**config.mk**
```make
export PLATFORM = sky130hd
export DESIGN_NAME = pcbp_back
export DESIGN_NICKNAME = d
export VERILOG_FILES = /design/src/pcbp_pkg.sv /design/src/pcbp_back.sv
export SDC_FILE = /design/constraint.sdc
export NUM_CORES = 1
export LEC_CHECK = 0
export BUFFER_PORTS_ARGS = -buffer_cell sky130_fd_sc_hd__buf_2
export CORE_UTILIZATION = 55
export CTS_BUF_LIST = sky130_fd_sc_hd__clkbuf_4 sky130_fd_sc_hd__clkbuf_8 sky130_fd_sc_hd__clkbuf_16
export CTS_CLUSTER_DIAMETER = 120
export CTS_CLUSTER_SIZE = 25
export DETAILED_ROUTE_END_ITERATION = 10
export PLACE_DENSITY_LB_ADDON = 0.15
export REMOVE_ABC_BUFFERS = 1
export SYNTH_ARGS = -nofsm -noshare
export SYNTH_HDL_FRONTEND = slang
export SYNTH_SLANG_ARGS = --single-unit
export TNS_END_PERCENT = 50
```
**constraint.sdc**
```tcl
create_clock -name clk -period 3.62 [get_ports clk]
set_clock_uncertainty 0.15 [all_clocks]
set_input_delay 0.543 -clock clk [delete_from_list [all_inputs] [get_ports clk]]
set_output_delay 0.543 -clock clk [all_outputs]
set_load 0.03 [all_outputs]
```
**src/pcbp_pkg.sv**
```systemverilog
// Shared types and constants for the prefix code bit packer.
package pcbp_pkg;

  localparam int PCBP_MAX_CODE_LEN = 24;
  localparam int PCBP_QUEUE_DEPTH  = 4;
  localparam int BYTE_BITS         = 8;
  localparam int SYM_COUNT         = 256;

  localparam logic [1:0] OP_LOAD   = 2'd0;
  localparam logic [1:0] OP_ENCODE = 2'd1;
  localparam logic [1:0] OP_FLUSH  = 2'd2;

  typedef struct packed {
    logic [1:0]  operation;
    logic [7:0]  symbol;
    logic [23:0] code_word;
    logic [4:0]  code_length;
  } pcbp_in_t;

  typedef struct packed {
    logic [7:0] out_byte;
    logic       is_header;
    logic       last;
  } pcbp_out_t;

  // work handed from the front end to the packing back end
  typedef struct packed {
    logic        flush;
    logic [23:0] code;
    logic [4:0]  len;
  } pcbp_job_t;

endpackage

```
**src/pcbp_back.sv**
```systemverilog
// Back end: bit accumulator, byte emission, header and flush handling.
module pcbp_back import pcbp_pkg::*; #(
  parameter int MAX_CODE_LEN = PCBP_MAX_CODE_LEN
) (
  input  logic       clk,
  input  logic       rst_n,
  input  logic       q_nonempty,
  input  pcbp_job_t  q_job,
  output logic       q_pop,
  input  logic       cfg_wr_en,
  input  logic [3:0] cfg_wr_data,
  output logic       out_valid,
  input  logic       out_stall,
  output pcbp_out_t  out_data
);

  localparam int LEN_MAX = (MAX_CODE_LEN > 31) ? 31 : MAX_CODE_LEN;
  localparam int ACC_W   = LEN_MAX + BYTE_BITS - 1;
  localparam int CNT_W   = $clog2(ACC_W + 1);

  logic [ACC_W-1:0] acc_r, acc_nxt;
  logic [CNT_W-1:0] cnt_r, cnt_nxt, sh;
  logic             hdr_r, hdr_nxt;
  logic             fl_r, fl_nxt;
  logic [3:0]       pad_r;
  logic             out_vld_r;
  pcbp_out_t        out_r, ob;
  logic             emit, emit_ok, busy;
  logic [ACC_W-1:0] low_mask;

  assign busy     = (cnt_r >= CNT_W'(BYTE_BITS)) || fl_r;
  assign q_pop    = !busy && q_nonempty;
  assign emit_ok  = !out_vld_r || !out_stall;
  assign sh       = cnt_r - CNT_W'(BYTE_BITS);
  // bits above the count may hold stale data
  assign low_mask = (ACC_W'(1) << cnt_r) - ACC_W'(1);

  always_comb begin
    acc_nxt = acc_r;
    cnt_nxt = cnt_r;
    hdr_nxt = hdr_r;
    fl_nxt  = fl_r;
    emit    = 1'b0;
    ob      = '0;
    if (q_pop) begin
      if (q_job.flush) begin
        fl_nxt = 1'b1;
      end else begin
        acc_nxt = (acc_r << q_job.len) | ACC_W'(q_job.code);
        cnt_nxt = cnt_r + CNT_W'(q_job.len);
      end
    end else if (cnt_r >= CNT_W'(BYTE_BITS)) begin
      if (emit_ok) begin
        emit = 1'b1;
        if (!hdr_r) begin
          ob.out_byte  = 8'(pad_r);
          ob.is_header = 1'b1;
          hdr_nxt      = 1'b1;
        end else begin
          ob.out_byte = 8'(acc_r >> sh);
          ob.last     = (sh < CNT_W'(BYTE_BITS));
          cnt_nxt     = sh;
        end
      end
    end else if (fl_r) begin
      if (!hdr_r) begin
        if (emit_ok) begin
          emit         = 1'b1;
          ob.out_byte  = 8'(pad_r);
          ob.is_header = 1'b1;
          ob.last      = (cnt_r == '0);
          hdr_nxt      = 1'b1;
        end
      end else if (cnt_r != '0) begin
        if (emit_ok) begin
          emit        = 1'b1;
          ob.out_byte = 8'(acc_r & low_mask);
          ob.last     = 1'b1;
          acc_nxt     = '0;
          cnt_nxt     = '0;
          hdr_nxt     = 1'b0;
          fl_nxt      = 1'b0;
        end
      end else begin
        acc_nxt = '0;
        hdr_nxt = 1'b0;
        fl_nxt  = 1'b0;
      end
    end
  end

  always_ff @(posedge clk) begin
    if (!rst_n) begin
      acc_r     <= '0;
      cnt_r     <= '0;
      hdr_r     <= 1'b0;
      fl_r      <= 1'b0;
      pad_r     <= '0;
      out_vld_r <= 1'b0;
    end else begin
      acc_r <= acc_nxt;
      cnt_r <= cnt_nxt;
      hdr_r <= hdr_nxt;
      fl_r  <= fl_nxt;
      if (cfg_wr_en) pad_r <= cfg_wr_data;
      if (emit)            out_vld_r <= 1'b1;
      else if (!out_stall) out_vld_r <= 1'b0;
    end
  end

  always_ff @(posedge clk) begin
    if (emit) out_r <= ob;
  end

  assign out_valid = out_vld_r;
  assign out_data  = out_r;

endmodule

```
==> results_dict.tcl <==
set metrics [dict create \
    yosys.area.top_type "mux4_2" \
    synthTopCellsByArea "mux4_2 (23%), dfxtp_1 (16%), edfxtp_1 (5.7%)" \
    finalCriticalPeriod_ns 2.87 \
    first_iter_violations 415 \
    maxSlewViolCount 0 \
    cts_resized 0 \
    reg2reg_depth 8 \
    clkSlewWorstSetupHoldPaths_ns 0.12 \
    fin_nets 620 \
    fp.dieArea_sq_um 9920 \
    cts_tree "built" \
    drive_gt1_share_pct 28.4 \
    clkLatencyLatePin_ns 0.32 \
    rsz0062_at_grt "no" \
    regToRegEndpoint "out_data[6]$_SDFFCE_PN0P_" \
    cpPeakStageDelay_ns 0.55 \
    crit_arrival_ns 2.86 \
    cts_sinks 53 \
    max_slew_margin_pct 43.5 \
    cts_hold_buffers 0 \
    start_util_pct 56.7 \
    yosysSeqAreaShare_pct 22.2 \
    end_kind "flop" \
    ir_worst_vdd_uv 300 \
    synth_common_cells "nand2_1 (56), mux4_2 (54), dfxtp_1 (43)" \
    grt_pass1_vias 4548 \
    p_per_area_nw_per_um2 505 \
    syn_to_final_growth_pct 7.04 \
    portBuffers 50 \
    ant_nets 0 \
    cpMostUsedCell "o21ai_0" \
    period_share_pct 79.4 \
    crit_type "reg2reg" \
    cp_max_fo 34 \
    h-tree-depth 2 \
    status "finished, final reports clean" \
    synth_edf_count 10 \
    ys_ff_latch 53 \
    finalHoldViolations 0 \
    synthDistinctLibCells 70 \
    cp_num_buf_inv 0 \
    required_ns 3.61 \
    p_leak_nw 1.98 \
    grt_max_degree 35 \
    die_height_um 99.6 \
    routabilityCongestion 0.969 \
    final.setup.tns_ns 0 \
    worst_pin_slew_ns 0.848 \
    netlist_instances 551 \
    syn-mean-instance-area_sq_um 9.51 \
    grt_overflow 0 \
    numCtsBuffers 5 \
    post_drt_via_cell_ratio 7.09 \
    wl_per_cell_um 22.8 \
    dr.pass1.iters 5 \
    critPathLaunchType "flop" \
    clock.fmax_mhz 348 \
    rows 35 \
    multi_input_area_sq_um 3740 \
    core-area_sq_um 9240 \
    route.final.wire_length_um 16000 \
    regArea_sq_um 1160 \
    nFillCells 821 \
    path_cells "nor3_1 -> nand2_1 -> ha_1 -> nor4_1 -> mux2i_1 -> o21ai_0 -> a32oi_1 -> o21ai_0" \
    netlist_area_sq_um 5240 \
    stdcell_area_sq_um 5610 \
    synth_flop_cell "dfxtp_1" \
    crit_family "simple AND/OR/NAND/NOR gates" \
    hold_depth 2 \
    grt_pass1_wl_um 25300 \
    cts_buffer_depth 2 \
    postPlaceCellArea_sq_um 5520 \
    cap_violations 0 \
    drc 0 \
    worstHoldStart "q_job[14]" \
    cts-root-buf "clkbuf_8" \
    n_antenna_cell 0 \
    setup_viol 0 \
    worst-path-stages 8 \
    cts_setup_buffers 0 \
    die_w_um 99.6 \
    io_pins 51 \
    async_flop_share_pct 0 \
    rrSetupSlack_ns 0.75 \
    synth.most_common_cell "nand2_1" \
    hp-class "in2reg" \
    grtUsageTotal_pct 33.2 \
    min_to "acc_r[9]$_SDFFE_PN0P_" \
    total_power_w 0.00283 \
    dp_hpwl_um 11600 \
    yosys_warnings 0 \
    synth_top_area_share_pct 23.2 \
    antenna_found_initial 0 \
    r2r_start "cnt_r[1]$_SDFFE_PN0P_" \
    vias 4985 \
    cp_slowest_cell "dfxtp_2" \
]
-- power by group --
part           total [W]  switching (W)  leakage, nW  internal [W]
logic            0.00151       0.000883         1.48      0.000630
registers       0.000960       0.000206        0.451      0.000754
clock network   0.000362       0.000224       0.0481      0.000138
total            0.00283        0.00131         1.98       0.00152
-- how the worst max path moves through the flow --
stage,start,end
after floorplan,cnt_r[0]$_SDFFE_PN0P_,out_data[4]$_SDFFCE_PN0P_
after global placement,q_job[0],acc_r[28]$_SDFFE_PN0P_
after detailed placement,q_job[0],acc_r[28]$_SDFFE_PN0P_
after CTS,cnt_r[0]$_SDFFE_PN0P_,out_data[6]$_SDFFCE_PN0P_
after global routing,cnt_r[0]$_SDFFE_PN0P_,out_data[6]$_SDFFCE_PN0P_
final,cnt_r[1]$_SDFFE_PN0P_,out_data[6]$_SDFFCE_PN0P_
-- logic make-up after synthesis --
kind of cell,count (synthesis),synth area share [%]
and+or+nand+nor,158,14.3
xor gates and xnor gates,5,0.835
muxes,99,32.7
DFF,53,22.2
adders and majority gates,8,2.05
buffers and inverters,69,6.40
AOI/OAI and AO/OA,159,21.5
-- sequential cells by signal, summed over array words and instances (netlist names) --
register	cells
acc_r	31
cnt_r	5
fl_r	1
hdr_r	1
out_data	10
out_valid	1
pad_r	4
-- placed cells by master, fill, tap and decap left out, types with 8 or more instances in the layout --
cell / count
nand2_1: 56
mux4_2: 54
buf_2: 50
dfxtp_1: 41
a21oi_1: 36
nor2_1: 32
o21ai_0: 23
mux2_2: 22
nand3_1: 21
mux2i_1: 21
buf_4: 19
o2bb2ai_1: 15
nor3_1: 12
inv_1: 12
edfxtp_1: 10
o211ai_1: 8
a31oi_1: 8
-- final cells by class --
class                   instances  share of cell area, %
multi-input cells             429                   66.7
flip-flops and latches         53                   20.7
repair buffers                 69                   7.00
well taps                     129                   2.88
clock buffers                   5                   1.23
inverters                      15                   1.00
clock inverters                 3                  0.401
-- metrics by stage --
stage,hold WS (ns),util [%],setup WS (ns),std cells
6_report,0.285,60.7,0.745,703
5_1_grt,0.286,60.7,0.530,703
2_1_floorplan,0.310,-,0.393,497
3_5_place_dp,0.337,59.7,0.597,695
4_1_cts,0.289,60.7,0.778,703
3_3_place_gp,0.327,59.7,0.655,695
-- layer usage --
| layer | wire (um) | vias to the layer above | track usage (%) | share of wire, % |
|---|---|---|---|---|
| li1 | - | 2218 | - | - |
| met1 | 6340 | 2363 | 44.4 | 39 |
| met2 | 7420 | 351 | 53.1 | 46 |
| met3 | 1440 | 53 | 3.87 | 9.0 |
| met4 | 838 | 0 | 17.3 | 5.2 |
| met5 | 0 | - | 0 | 0 |
Power figures use the tool's default switching activity.
