File: src/pcbp_pkg.sv
// Shared types and constants for the prefix code bit packer.
package pcbp_pkg;

  localparam int PCBP_MAX_CODE_LEN = 24;
  localparam int PCBP_QUEUE_DEPTH  = 4;
  localparam int BYTE_BITS         = 8;
  localparam int SYM_COUNT         = 256;

  localparam logic [1:0] OP_LOAD   = 2'd0;
  localparam logic [1:0] OP_ENCODE = 2'd1;
  localparam logic [1:0] OP_FLUSH  = 2'd2;

  typedef struct packed {
    logic [1:0]  operation;
    logic [7:0]  symbol;
    logic [23:0] code_word;
    logic [4:0]  code_length;
  } pcbp_in_t;

  typedef struct packed {
    logic [7:0] out_byte;
    logic       is_header;
    logic       last;
  } pcbp_out_t;

  // work handed from the front end to the packing back end
  typedef struct packed {
    logic        flush;
    logic [23:0] code;
    logic [4:0]  len;
  } pcbp_job_t;

endpackage

File: src/pcbp_queue.sv
// Small job queue between the front end and the back end.
module pcbp_queue import pcbp_pkg::*; #(
  parameter int DEPTH = PCBP_QUEUE_DEPTH
) (
  input  logic      clk,
  input  logic      rst_n,
  input  logic      push,
  input  pcbp_job_t push_job,
  output logic      full,
  input  logic      pop,
  output pcbp_job_t pop_job,
  output logic      nonempty
);

  localparam int PTR_W = (DEPTH > 1) ? $clog2(DEPTH) : 1;
  localparam int CNT_W = $clog2(DEPTH + 1);

  pcbp_job_t        slot [DEPTH];
  logic [PTR_W-1:0] wr_ptr_r, wr_ptr_nxt, rd_ptr_r, rd_ptr_nxt;
  logic [CNT_W-1:0] cnt_r, cnt_nxt;

  assign full     = (cnt_r == CNT_W'(DEPTH));
  assign nonempty = (cnt_r != '0);
  assign pop_job  = slot[rd_ptr_r];

  always_ff @(posedge clk) begin
    if (push) slot[wr_ptr_r] <= push_job;
  end

  always_comb begin
    wr_ptr_nxt = wr_ptr_r;
    rd_ptr_nxt = rd_ptr_r;
    cnt_nxt    = cnt_r;
    if (push) wr_ptr_nxt = (wr_ptr_r == PTR_W'(DEPTH - 1)) ? '0 : wr_ptr_r + PTR_W'(1);
    if (pop)  rd_ptr_nxt = (rd_ptr_r == PTR_W'(DEPTH - 1)) ? '0 : rd_ptr_r + PTR_W'(1);
    if (push && !pop)      cnt_nxt = cnt_r + CNT_W'(1);
    else if (pop && !push) cnt_nxt = cnt_r - CNT_W'(1);
  end

  always_ff @(posedge clk) begin
    if (!rst_n) begin
      wr_ptr_r <= '0;
      rd_ptr_r <= '0;
      cnt_r    <= '0;
    end else begin
      wr_ptr_r <= wr_ptr_nxt;
      rd_ptr_r <= rd_ptr_nxt;
      cnt_r    <= cnt_nxt;
    end
  end

endmodule

File: config.mk
export PLATFORM = sky130hd
export DESIGN_NAME = pcbp_queue
export DESIGN_NICKNAME = d
export VERILOG_FILES = /design/src/pcbp_pkg.sv /design/src/pcbp_queue.sv
export SDC_FILE = /design/constraint.sdc
export NUM_CORES = 1
export LEC_CHECK = 0
export BUFFER_PORTS_ARGS = -buffer_cell sky130_fd_sc_hd__buf_2
export CAP_MARGIN = 20
export CORE_ASPECT_RATIO = 1.4
export CORE_MARGIN = 2
export CORE_UTILIZATION = 25
export DETAILED_ROUTE_END_ITERATION = 8
export PLACE_DENSITY = 0.52
export SLEW_MARGIN = 10
export SYNTH_ARGS = -nofsm -noshare
export SYNTH_HDL_FRONTEND = slang
export SYNTH_SLANG_ARGS = --single-unit
File: constraint.sdc
create_clock -name clk -period 5.27 [get_ports clk]
set_input_delay 1.054 -clock clk [delete_from_list [all_inputs] [get_ports clk]]
set_output_delay 1.054 -clock clk [all_outputs]
set_load 0.005 [all_outputs]
==> results of run 1 <==
worst max-delay path: stages, from the launching register on:
cell and delay (ps):
dfxtp_2 650, buf_4 460, mux4_2 570, buf_2 150
area by class of cell:
cell class | instances | area, sq um | share of cell area (%)
Timing Repair Buffer | 66 | 332.8 | 5.613
Tap cell | 244 | 305.3 | 5.149
Sequential cell | 129 | 3786 | 63.85
Inverter | 4 | 15.01 | 0.2532
Multi-Input combinational cell | 61 | 944.7 | 15.93
Clock buffer | 17 | 425.4 | 7.175
Clock inverter | 15 | 120.1 | 2.026
layer usage:
| layer | GRT usage [%] | up-vias |
|---|---|---|
| li1 | - | 997 |
| met1 | 10.62 | 1166 |
| met2 | 16.88 | 54 |
| met3 | 3.065 | 10 |
| met4 | 3.640 | 2 |
| met5 | 0 | - |
sequential cells by signal (all words and copies together) (netlist names), named ones only:
name,cells
cnt_r,3
slot,120
wr_ptr_r,2
rd_ptr_r,2
path summary, 6_finish.rpt:
check	cells past startpoint	end
setup / recovery	3	pop_job[6]
setup reg to reg	3	slot[2][19]
hold / removal	2	cnt_r[2]
hold reg to reg	2	cnt_r[2]
kinds of logic (layout without fill, tap and decap cells):
kind of cell | count (synthesis) | after routing
DFF | 129 | 129
muxes | 34 | 34
and+or+nand+nor | 15 | 15
buffers and inverters | 10 | 102
adders and majority gates | 7 | 7
AOI/OAI and AO/OA | 3 | 3
xor gates and xnor gates | 2 | 2
synth_stat cells:
library cell  instances
edfxtp_1            120
mux4_2               30
dfxtp_1               9
ha_1                  6
and2_1                5
nor2b_1               5
inv_1                 4
mux2i_1               4
buf_2                 3
buf_6                 3
or3_1                 2
a21boi_0              1
fa_1                  1
nor2_1                1
nor3_1                1
nor3b_1               1
o21a_1                1
o21ai_0               1
xnor2_1               1
xor2_1                1
per-stage QoR:
stage	cell area [sq um]	hold slack, ps	worst slack [ps]	total power [W]	util (%)
after CTS	5929	530.2	1848	0.002476	31.75
final	5929	524.5	1966	0.002436	31.75
after floorplan	4787	467.4	2937	0.001314	-
after detailed placement	5384	521.3	2305	0.001402	28.83
after global placement	5384	483.5	2268	0.001397	28.83
after global routing	5929	577.6	1779	0.002531	31.75
power groups by stage:
stage	sequential, W	combinational [W]	clock (W)
6_report	0.00120	0.000173	0.00106
4_1_cts	0.00120	0.000180	0.00109
5_1_grt	0.00121	0.000193	0.00113
3_3_place_gp	0.00122	0.000177	0
3_5_place_dp	0.00122	0.000179	0
2_1_floorplan	0.00120	0.000109	0
layout by cell type, fill, tap and decap left out, types with 2 or more instances in the layout:
cell type | Yosys | layout
clkinv_1 | 0 | 2
buf_2 | 3 | 65
inv_1 | 4 | 4
dfxtp_2 | 0 | 2
clkinv_2 | 0 | 5
clkbuf_16 | 0 | 17
nor2b_1 | 5 | 5
edfxtp_1 | 120 | 120
ha_1 | 6 | 6
clkinv_4 | 0 | 3
mux4_2 | 30 | 30
dfxtp_1 | 9 | 7
or3_1 | 2 | 2
clkinvlp_4 | 0 | 3
and2_2 | 0 | 4
mux2i_1 | 4 | 4
==> impl_results.rst, run 1 <==
.. list-table::
   :header-rows: 1

   * - Metric
     - Value
   * - Crit path max fanout
     - 17
   * - Top-area cell type share of the netlist area
     - 75.27%
   * - Static power due to leakage
     - 2.007 nW
   * - Via count of the first global-routing pass
     - 2,542
   * - Routed wl met3
     - 375 um
   * - Maximum vdd ir drop
     - 0.0001756 V
   * - Setup TNS
     - 0 ps
   * - Critical Setup Path Class
     - register to output port
   * - Synthesized net count
     - 241
   * - Overflow after GRT
     - 0
   * - Post-CTS setup buffer count
     - 0
   * - Sequential share of power
     - 49.2%
   * - I/O Buffers
     - 65
   * - Highest metal layer with signal wires
     - met5
   * - Placed instance count
     - 504
   * - Worst Tran Pin Value
     - 912.3 ps
   * - Share of power burned in combinational logic
     - 7.1%
   * - Library cells used by synthesis
     - 20
   * - Status
     - complete, no violations
   * - Worst slew margin
     - 39.18%
   * - Final count of hold timing violations
     - 0
   * - Core outline area
     - 18,680 sq um
   * - Fraction of final layout cells sized beyond drive strength 1
     - 45.21%
   * - HPWL after detailed placement
     - 5343 um
   * - Area share of and/or/nand/nor cells after synthesis
     - 1.908%
   * - Wire length on met1
     - 3595 um
   * - Die Footprint
     - 20,290 sq um
   * - Maximum buffer depth of the clock tree
     - 2
   * - Cell Pwr Density
     - 410.8 nW/um^2
   * - Register bit total from synthesis
     - 129
   * - Wire length on met2
     - 4975 um
   * - Data required, critical path
     - 4220 ps
   * - Post-route clock skew
     - 6.702 ps
   * - Register clock-pin slew on the reported worst setup and hold paths
     - 60 ps
   * - Vias per cell
     - 4.159
   * - Global placer's final weighted congestion
     - 0.6342
   * - Unrepaired setup endpoints after global routing
     - false
   * - Total Wirelength
     - 9056 um
   * - TritonCTS clock tree
     - done
   * - Starting density of the core
     - 25.63%
   * - Area fraction in compound gates after synthesis
     - 0.4182%
   * - Hold crit path type
     - register to register
   * - Setup-violating endpoint count in the final report
     - 0
   * - Maximum level of the CTS H-tree
     - 4
   * - Sequential element share of the synthesized area
     - 79.04%
   * - N_diodes
     - 0
   * - Synthesized area per cell
     - 23.94 sq um
   * - Adder-cell area share of the yosys netlist
     - 1.986%
   * - Clock latency at the later pin of the worst-skew pair
     - 400 ps
   * - Sw frac
     - 21.75%
   * - Area added between synthesis and finish
     - 23.86%
   * - Initial antenna violation count
     - 1
   * - Final Slew Violations
     - 0
   * - Syn Inst Count
     - 200
   * - Inserted Clock Buffers
     - 17
   * - # hold bufs at CTS
     - 0
   * - DRT antenna net count
     - 0
   * - Dominant combinational cell family by area after synthesis
     - multiplexers
   * - Register-to-register path setup slack
     - 3560 ps
   * - Worst Setup Start Kind
     - register
   * - Number of placement rows
     - 59
   * - Layout filler cell count
     - 1,822
   * - Clock period minus worst slack
     - 3304 ps
   * - Cell area after synthesis
     - 4787 sq um
   * - First-pass iteration count of the detailed router
     - 4
   * - Cell internal power dissipation
     - 0.001906 W
   * - Cell type with the largest total area after synthesis
     - edfxtp_1
   * - Vias after detailed routing
     - 2,229
   * - Total number of nets in the final design
     - 320
   * - Fmax achieved
     - 302.6 MHz
   * - Reg2Reg Launch Point
     - wr_ptr_r[0]
   * - Die Ht
     - 167.7 um
   * - CTS-repair resized insts
     - 0
   * - Library cell used as clock root buffer
     - clkbuf_16
   * - Post-route DRC
     - 0
   * - Worst path arrival time
     - 2250 ps
   * - Number of top-level pins
     - 66
   * - Critical hold path startpoint
     - cnt_r[2]
   * - Multiplexer fraction of the synthesized cell area
     - 14.95%
   * - Pin count of the biggest net entering global routing
     - 31
   * - DR WL/cell
     - 16.90 um
   * - Post-synthesis xor/xnor area fraction
     - 0.3659%
   * - Num Clock Sinks
     - 129
   * - Die boundary width
     - 121.0 um
   * - Type of destination of the critical path
     - output port
   * - Number of cells in the finished layout apart from fillers
     - 536
   * - Warnings from Yosys
     - 0
   * - Global routing usage summed across all routing layers
     - 9.571%
   * - Number of max-cap violations
     - 0
   * - Relative contribution of the clock network to total power
     - 43.7%
   * - Switching Power
     - 0.0005299 W
   * - Share of the clock period used by the worst path
     - 62.70%
   * - Global-route wire length before repair
     - 14,160 um
   * - Cell types with the largest area share after synthesis
     - edfxtp_1 75%, mux4_2 14%, dfxtp_1 3.8%, ha_1 1.6%, mux2i_1 0.84%
   * - Number of violations reported at the end of detailed-routing iteration 0
     - 125
Note: power is estimated with default switching activity, not from simulation.
==> inputs of run 2 (changes only) <==
--- a/config.mk
+++ b/config.mk
@@ -11,7 +11,7 @@
 export CORE_MARGIN = 2
 export CORE_UTILIZATION = 25
 export DETAILED_ROUTE_END_ITERATION = 8
-export PLACE_DENSITY = 0.52
+export PLACE_DENSITY = 0.54
 export SLEW_MARGIN = 10
 export SYNTH_ARGS = -nofsm -noshare
 export SYNTH_HDL_FRONTEND = slang
==> constraint.sdc (replaced) <==
create_clock -name clk -period 3.01 [get_ports clk]
set_input_delay 0.602 -clock clk [delete_from_list [all_inputs] [get_ports clk]]
set_output_delay 0.602 -clock clk [all_outputs]
set_load 0.005 [all_outputs]
==> run 2 against run 1 <==
Compared with the run above:
- global-route usage is 0.20 points higher
- wire length grew 1.6%
- clock-buffer cell count is the same
- sequential power up 74%
- clock power increased by 130%
- critical path type unchanged
- largest cell class unchanged
==> impl_results.rst, run 2 (synthesis results as in run 1) <==
.. list-table::
   :header-rows: 1

   * - Metric
     - Value
   * - Registers with the highest flip-flop counts
     - slot x120, cnt_r x3
   * - Status
     - complete, no violations
   * - Type of destination of the critical path
     - output port
   * - CTS-repair resized insts
     - 0 (unchanged)
   * - Final Slew Violations
     - 0 (unchanged)
   * - Post-route DRC
     - 0 (unchanged)
   * - Data required, critical path
     - 2410 ps (-1810 ps)
   * - Most frequent cells in the layout
     - 120 x edfxtp_1, 65 x buf_2, 30 x mux4_2
   * - Num Clock Sinks
     - 129 (unchanged)
   * - Global routing usage summed across all routing layers
     - 9.774% (+0.20 points)
   * - Total Wirelength
     - 9199 um (+1.6%)
   * - Core outline area
     - 18,680 sq um (unchanged)
   * - Final count of hold timing violations
     - 0 (unchanged)
   * - Crit path max fanout
     - 11 (-6)
   * - Setup TNS
     - 0 ps (unchanged)
   * - Initial antenna violation count
     - 1 (unchanged)
   * - Worst Hold Path Cells
     - 1 (-1)
   * - Die Footprint
     - 20,290 sq um (unchanged)
   * - # hold bufs at CTS
     - 0 (unchanged)
   * - Global placer's final weighted congestion
     - 0.6269 (-1.2%)
   * - Critical Setup Path Class
     - register to output port
   * - Maximum buffer depth of the clock tree
     - 2 (unchanged)
   * - Max reg flops
     - 120 (unchanged)
   * - Total number of nets in the final design
     - 323 (+0.94%)
   * - DRT antenna net count
     - 0 (unchanged)
   * - Standard cell with the maximum stage delay on the critical path
     - dfxtp_2
   * - Worst slew margin
     - 39.69% (+0.52 points)
   * - Register clock-pin slew on the reported worst setup and hold paths
     - 60 ps (about the same)
   * - Largest stage delay on the critical path
     - 620 ps (-30 ps)
   * - DR WL/cell
     - 17.04 um (+0.83%)
   * - Hold crit path type
     - primary input to register
   * - Worst Setup Start Kind
     - register
   * - Number of max-cap violations
     - 0 (unchanged)
   * - Pin count of the biggest net entering global routing
     - 31 (unchanged)
   * - Setup-violating endpoint count in the final report
     - 0 (unchanged)
   * - Static power due to leakage
     - 2.101 nW (+4.7%)
   * - Layout filler cell count
     - 1,780 (-2.3%)
   * - Clock period minus worst slack
     - 2585 ps
   * - Area added between synthesis and finish
     - 28.20%
   * - Die Ht
     - 167.7 um (unchanged)
   * - Fraction of final layout cells sized beyond drive strength 1
     - 46.44% (+1.2 points)
   * - Vias per cell
     - 4.109 (-1.2%)
   * - CP delay by family, top
     - flip-flops
   * - Global-route wire length before repair
     - 14,150 um (about the same)
   * - Cell Pwr Density
     - 791.1 nW/um^2 (+93%)
   * - Number of violations reported at the end of detailed-routing iteration 0
     - 118 (-5.6%)
   * - Clock latency at the later pin of the worst-skew pair
     - 410 ps (about the same)
   * - Die boundary width
     - 121.0 um (unchanged)
   * - Number of cells on the worst reg-to-reg path
     - 2 (-1)
   * - Number of placement rows
     - 59 (unchanged)
   * - I/O Buffers
     - 65 (unchanged)
   * - Worst Tran Pin Value
     - 904.6 ps (-7.730 ps)
   * - Number of top-level pins
     - 66 (unchanged)
   * - Post-CTS setup buffer count
     - 0 (unchanged)
   * - Unrepaired setup endpoints after global routing
     - false
   * - Critical path buffer and inverter count
     - 2 (unchanged)
   * - Maximum vdd ir drop
     - 0.0003376 V (+92%)
   * - Share of the clock period used by the worst path
     - 85.87%
   * - Library cell used as clock root buffer
     - clkbuf_16
   * - Register with the highest flop count
     - slot
   * - Inserted Clock Buffers
     - 17 (unchanged)
   * - Most common cell after layout, fill and taps aside
     - edfxtp_1
   * - Worst path arrival time
     - 1980 ps (-270 ps)
   * - Total Power Consumption
     - 0.004855 W (+99%)
   * - Overflow after GRT
     - 0 (unchanged)
   * - List of cells traversed by the critical path
     - buf_4 > mux4_2 > buf_2
   * - TritonCTS clock tree
     - done
   * - Post-route clock skew
     - 8.127 ps (+1.426 ps)
   * - HPWL after detailed placement
     - 5685 um (+6.4%)
   * - Fmax achieved
     - 386.9 MHz
   * - Logic depth of the worst setup path including buffers
     - 3 (unchanged)
   * - Maximum level of the CTS H-tree
     - 4 (unchanged)
   * - First-pass iteration count of the detailed router
     - 4 (unchanged)
   * - Vias after detailed routing
     - 2,219 (-0.45%)
   * - Via count of the first global-routing pass
     - 2,460 (-3.2%)
   * - Starting density of the core
     - 25.63% (unchanged)
## run 2: cell types whose count changed in the layout (fill, tap and decap cells not counted), sizes merged
cell      previous run  this run
buf                 66        69
diode                0         1
clkinv              10         1
clkinvlp             3         2
inv                  5         9
bufinv               1         7
## run 2: metal layers
layer / wire [um] / track usage, % / vias up
met5: 0 / 0 / -
met3: 438 / 3.065 / 15
li1: - / - / 1000
met4: 181 / 5.005 / 0
met2: 5028 / 17.27 / 49
met1: 3550 / 10.30 / 1155
## run 2: cell type report
| cell class | instances | area, sq um | share of cell area (%) |
|---|---|---|---|
| Timing Repair Buffer | 69 | 380.4 | 6.198 |
| Tap cell | 244 | 305.3 | 4.975 |
| Clock buffer | 17 | 425.4 | 6.932 |
| Antenna cell | 1 | 2.502 | 0.04077 |
| Sequential cell | 129 | 3786 | 61.69 |
| Clock inverter | 15 | 277.8 | 4.526 |
| Multi-Input combinational cell | 61 | 944.7 | 15.39 |
| Inverter | 4 | 15.01 | 0.2446 |
## run 2: worst paths after layout
kind / to / startpoint / slack, ps
worst min-delay path: slot[1][6] / push_job[6] / 400
worst max-delay path: pop_job[9] / register / 430
worst min register to register: cnt_r[2] / cnt_r[2] / 530
worst max register to register: slot[3][21] / wr_ptr_r[0] / 1280
## run 2: power breakdown
group | internal [W] | leakage [nW] | switching, W
logic | 0.000167 | 0.588 | 0.000158
registers | 0.00205 | 1.18 | 0.0000384
clock network | 0.00165 | 0.336 | 0.000789
## run 2: stage by stage
stage	hold WS (ps)	cell area, sq um	setup slack [ps]	util (%)	cells
3_5_place_dp	514.0	5431	791.8	29.08	507
5_1_grt	391.0	6135	280.5	32.85	539
6_report	401.7	6137	425.2	32.86	540
3_3_place_gp	487.3	5431	798.9	29.08	507
2_1_floorplan	467.4	4787	1129	-	200
4_1_cts	385.3	6135	348.6	32.85	539
==> inputs of run 3 (changes only) <==
--- a/config.mk
+++ b/config.mk
@@ -8,10 +8,10 @@
 export BUFFER_PORTS_ARGS = -buffer_cell sky130_fd_sc_hd__buf_2
 export CAP_MARGIN = 20
 export CORE_ASPECT_RATIO = 1.4
-export CORE_MARGIN = 2
+export CORE_MARGIN = 3
 export CORE_UTILIZATION = 25
 export DETAILED_ROUTE_END_ITERATION = 8
-export PLACE_DENSITY = 0.54
+export PLACE_DENSITY = 0.52
 export SLEW_MARGIN = 10
 export SYNTH_ARGS = -nofsm -noshare
 export SYNTH_HDL_FRONTEND = slang
==> constraint.sdc (replaced) <==
create_clock -name clk -period 2.9 [get_ports clk]
set_input_delay 0.58 -clock clk [delete_from_list [all_inputs] [get_ports clk]]
set_output_delay 0.58 -clock clk [all_outputs]
set_load 0.005 [all_outputs]
==> run 3 against run 2 <==
Compared with the run above:
- flip-flop and latch count did not move
- core utilization decreased by 0.35 points
- clock skew shrank 1.4 ps
- via count rose by 1.0%
- sequential power rose by 4%
- sequential share of layout area grew 0.66 points
- critical path depth unchanged
- die area grew 2.9%
- global-route usage shrank 0.27 points
- clock power down 17%
- critical path type unchanged
- largest power group is now registers
- highest routed layer is now met5
==> impl_results.rst, run 3 (synthesis results as in run 1) <==
.. list-table::
   :header-rows: 1

   * - Metric
     - Value
   * - Vias after detailed routing
     - 2,242 (+1.0%)
   * - Clock period minus worst slack
     - 2544 ps
   * - Vias per cell
     - 4.137 (+0.66%)
   * - # hold bufs at CTS
     - 0 (unchanged)
   * - Max reg flops
     - 120 (unchanged)
   * - Total number of nets in the final design
     - 326 (+0.93%)
   * - HPWL after detailed placement
     - 5676 um (-0.17%)
   * - Number of cells on the worst reg-to-reg path
     - 3 (+1)
   * - Cell Pwr Density
     - 748.9 nW/um^2 (-5.3%)
   * - Worst Tran Pin Value
     - 665.6 ps (-239.0 ps)
   * - Pin count of the biggest net entering global routing
     - 23 (-26%)
   * - Die Ht
     - 169.7 um (+1.2%)
   * - DRT antenna net count
     - 0 (unchanged)
   * - Inserted Clock Buffers
     - 17 (unchanged)
   * - Post-CTS setup buffer count
     - 0 (unchanged)
   * - End point of the most critical hold path
     - slot[3][6]
   * - Multi-input gate area
     - 944.7 sq um (unchanged)
   * - Register-to-register path setup slack
     - 1300 ps (+20 ps)
   * - Maximum level of the CTS H-tree
     - 4 (unchanged)
   * - N_diodes
     - 0 (-1)
   * - Worst path arrival time
     - 1960 ps (-20 ps)
   * - Post-route clock skew
     - 6.708 ps (-1.419 ps)
   * - Most Crowded Layer GR
     - met2
   * - Met2 routing resource usage after global routing
     - 15.28% (-2.0 points)
   * - Core outline area
     - 18,680 sq um (unchanged)
   * - Critical hold path startpoint
     - push_job[6]
   * - Status
     - complete, no violations
   * - Fmax achieved
     - 393.1 MHz
   * - Reg2Reg Launch Point
     - wr_ptr_r[0]
   * - Register with the highest flop count
     - slot
   * - Final count of hold timing violations
     - 0 (unchanged)
   * - Starting density of the core
     - 25.63% (unchanged)
   * - Type of destination of the critical path
     - output port
   * - Number of violations reported at the end of detailed-routing iteration 0
     - 191 (+62%)
   * - Fraction of final layout cells sized beyond drive strength 1
     - 45.97% (-0.47 points)
   * - Worst slew margin
     - 55.63% (+16 points)
   * - Final Slew Violations
     - 0 (unchanged)
   * - Most common cell after layout, fill and taps aside
     - edfxtp_1
   * - Share of the clock period used by the worst path
     - 87.71%
   * - Via count of the first global-routing pass
     - 2,498 (+1.5%)
   * - Worst Setup Start Kind
     - register
   * - Critical register-to-register path endpoint
     - slot[3][12]
   * - Number of placement rows
     - 59 (unchanged)
   * - I/O Buffers
     - 65 (unchanged)
   * - Unrepaired setup endpoints after global routing
     - false
   * - Maximum buffer depth of the clock tree
     - 2 (unchanged)
   * - Post-route DRC
     - 0 (unchanged)
   * - Met1 Usage GRT
     - 11.26% (+0.97 points)
   * - Setup-violating endpoint count in the final report
     - 0 (unchanged)
   * - Die boundary width
     - 123.0 um (+1.7%)
   * - Library cell used as clock root buffer
     - clkbuf_16
   * - Register clock-pin slew on the reported worst setup and hold paths
     - 60 ps (about the same)
   * - CTS-repair resized insts
     - 0 (unchanged)
   * - Number of max-cap violations
     - 0 (unchanged)
   * - Setup TNS
     - 0 ps (unchanged)
   * - Static power due to leakage
     - 2.063 nW (-1.8%)
   * - Most frequent cells in the layout
     - 120 x edfxtp_1, 65 x buf_2, 30 x mux4_2
   * - Global placer's final weighted congestion
     - 0.6721 (+7.2%)
   * - DR WL/cell
     - 16.80 um (-1.4%)
   * - Number of top-level pins
     - 66 (unchanged)
   * - Registers with the highest flip-flop counts
     - slot x120, cnt_r x3
   * - Hold crit path type
     - primary input to register
   * - Clock latency at the later pin of the worst-skew pair
     - 410 ps (about the same)
   * - Final Util
     - 32.51% (-0.35 points)
   * - Die Footprint
     - 20,870 sq um (+2.9%)
   * - Global-route wire length before repair
     - 14,090 um (-0.44%)
   * - Global routing usage summed across all routing layers
     - 9.503% (-0.27 points)
   * - Area added between synthesis and finish
     - 26.84%
   * - Overflow after GRT
     - 0 (unchanged)
   * - TritonCTS clock tree
     - done
   * - Initial antenna violation count
     - 1 (unchanged)
   * - Num Clock Sinks
     - 129 (unchanged)
   * - Worst Hold Path Cells
     - 1 (unchanged)
   * - Crit path max fanout
     - 22 (+11)
   * - Layout filler cell count
     - 1,805 (+1.4%)
   * - Data required, critical path
     - 2320 ps (-90 ps)
   * - Met3 capacity usage during global routing
     - 3.735% (+0.67 points)
   * - Area occupied by registers
     - 3786 sq um (unchanged)
   * - First-pass iteration count of the detailed router
     - 4 (unchanged)
   * - Total Wirelength
     - 9105 um (-1.0%)
   * - Critical Setup Path Class
     - register to output port
   * - Maximum vdd ir drop
     - 0.0003609 V (+6.9%)
==> run 3: cell count changes in the layout (fill, tap and decap cells not counted) <==
cell / change
clkinv_2: +3
clkinv_1: +3
buf_4: -1
bufinv_16: -5
buf_12: +4
diode_2: -1
inv_6: -3
clkinvlp_4: +2
==> run 3: worst max-delay path by stage <==
| stage | from | to | slack (ps) | depth (start not counted) |
|---|---|---|---|---|
| 3_3_place_gp | register | pop_job[10] | 760 | 3 |
| 2_1_floorplan | pop | cnt_r[2] | 1040 | 7 |
| 3_5_place_dp | register | pop_job[10] | 720 | 3 |
| 5_1_grt | register | pop_job[22] | 240 | 3 |
| 6_report | register | pop_job[10] | 360 | 3 |
| 4_1_cts | register | pop_job[10] | 280 | 3 |
==> run 3: through the flow <==
step                      worst slack [ps]  cell area, sq um  hold WS, ps  total power [W]  instances
after global routing                 241.5              6072        367.7         0.004739        542
after detailed placement             723.3              5504        508.7         0.002572        510
final                                356.3              6072        383.4         0.004547        542
after global placement               762.8              5504        484.3         0.002560        510
after CTS                            276.9              6072        357.7         0.004622        542
after floorplan                       1041              4787        467.4         0.002388        200
==> run 3: layout make-up <==
type | instances | area share, %
flip-flops and latches | 129 | 62.35
multi-input cells | 61 | 15.56
repair buffers | 72 | 7.459
clock buffers | 17 | 7.006
well taps | 244 | 5.028
clock inverters | 15 | 2.349
inverters | 4 | 0.2473
==> run 3: critical path: stages (launching register included) <==
cell and delay (ps):
dfxtp_2 760, buf_4 330, mux4_2 320, buf_2 140
==> run 3: routing by layer <==
layer,routed length (um),share of wire (%)
met2,4687,51
met1,3791,42
met5,13,0.14
met4,137,1.5
met3,475,5.2
==> run 3: where the power goes <==
part | leakage [nW] | internal, W | switching (W)
clock | 0.268 | 0.00125 | 0.000775
combinational | 0.618 | 0.000184 | 0.000166
sequential | 1.18 | 0.00213 | 0.0000381
total | 2.06 | 0.00357 | 0.000979
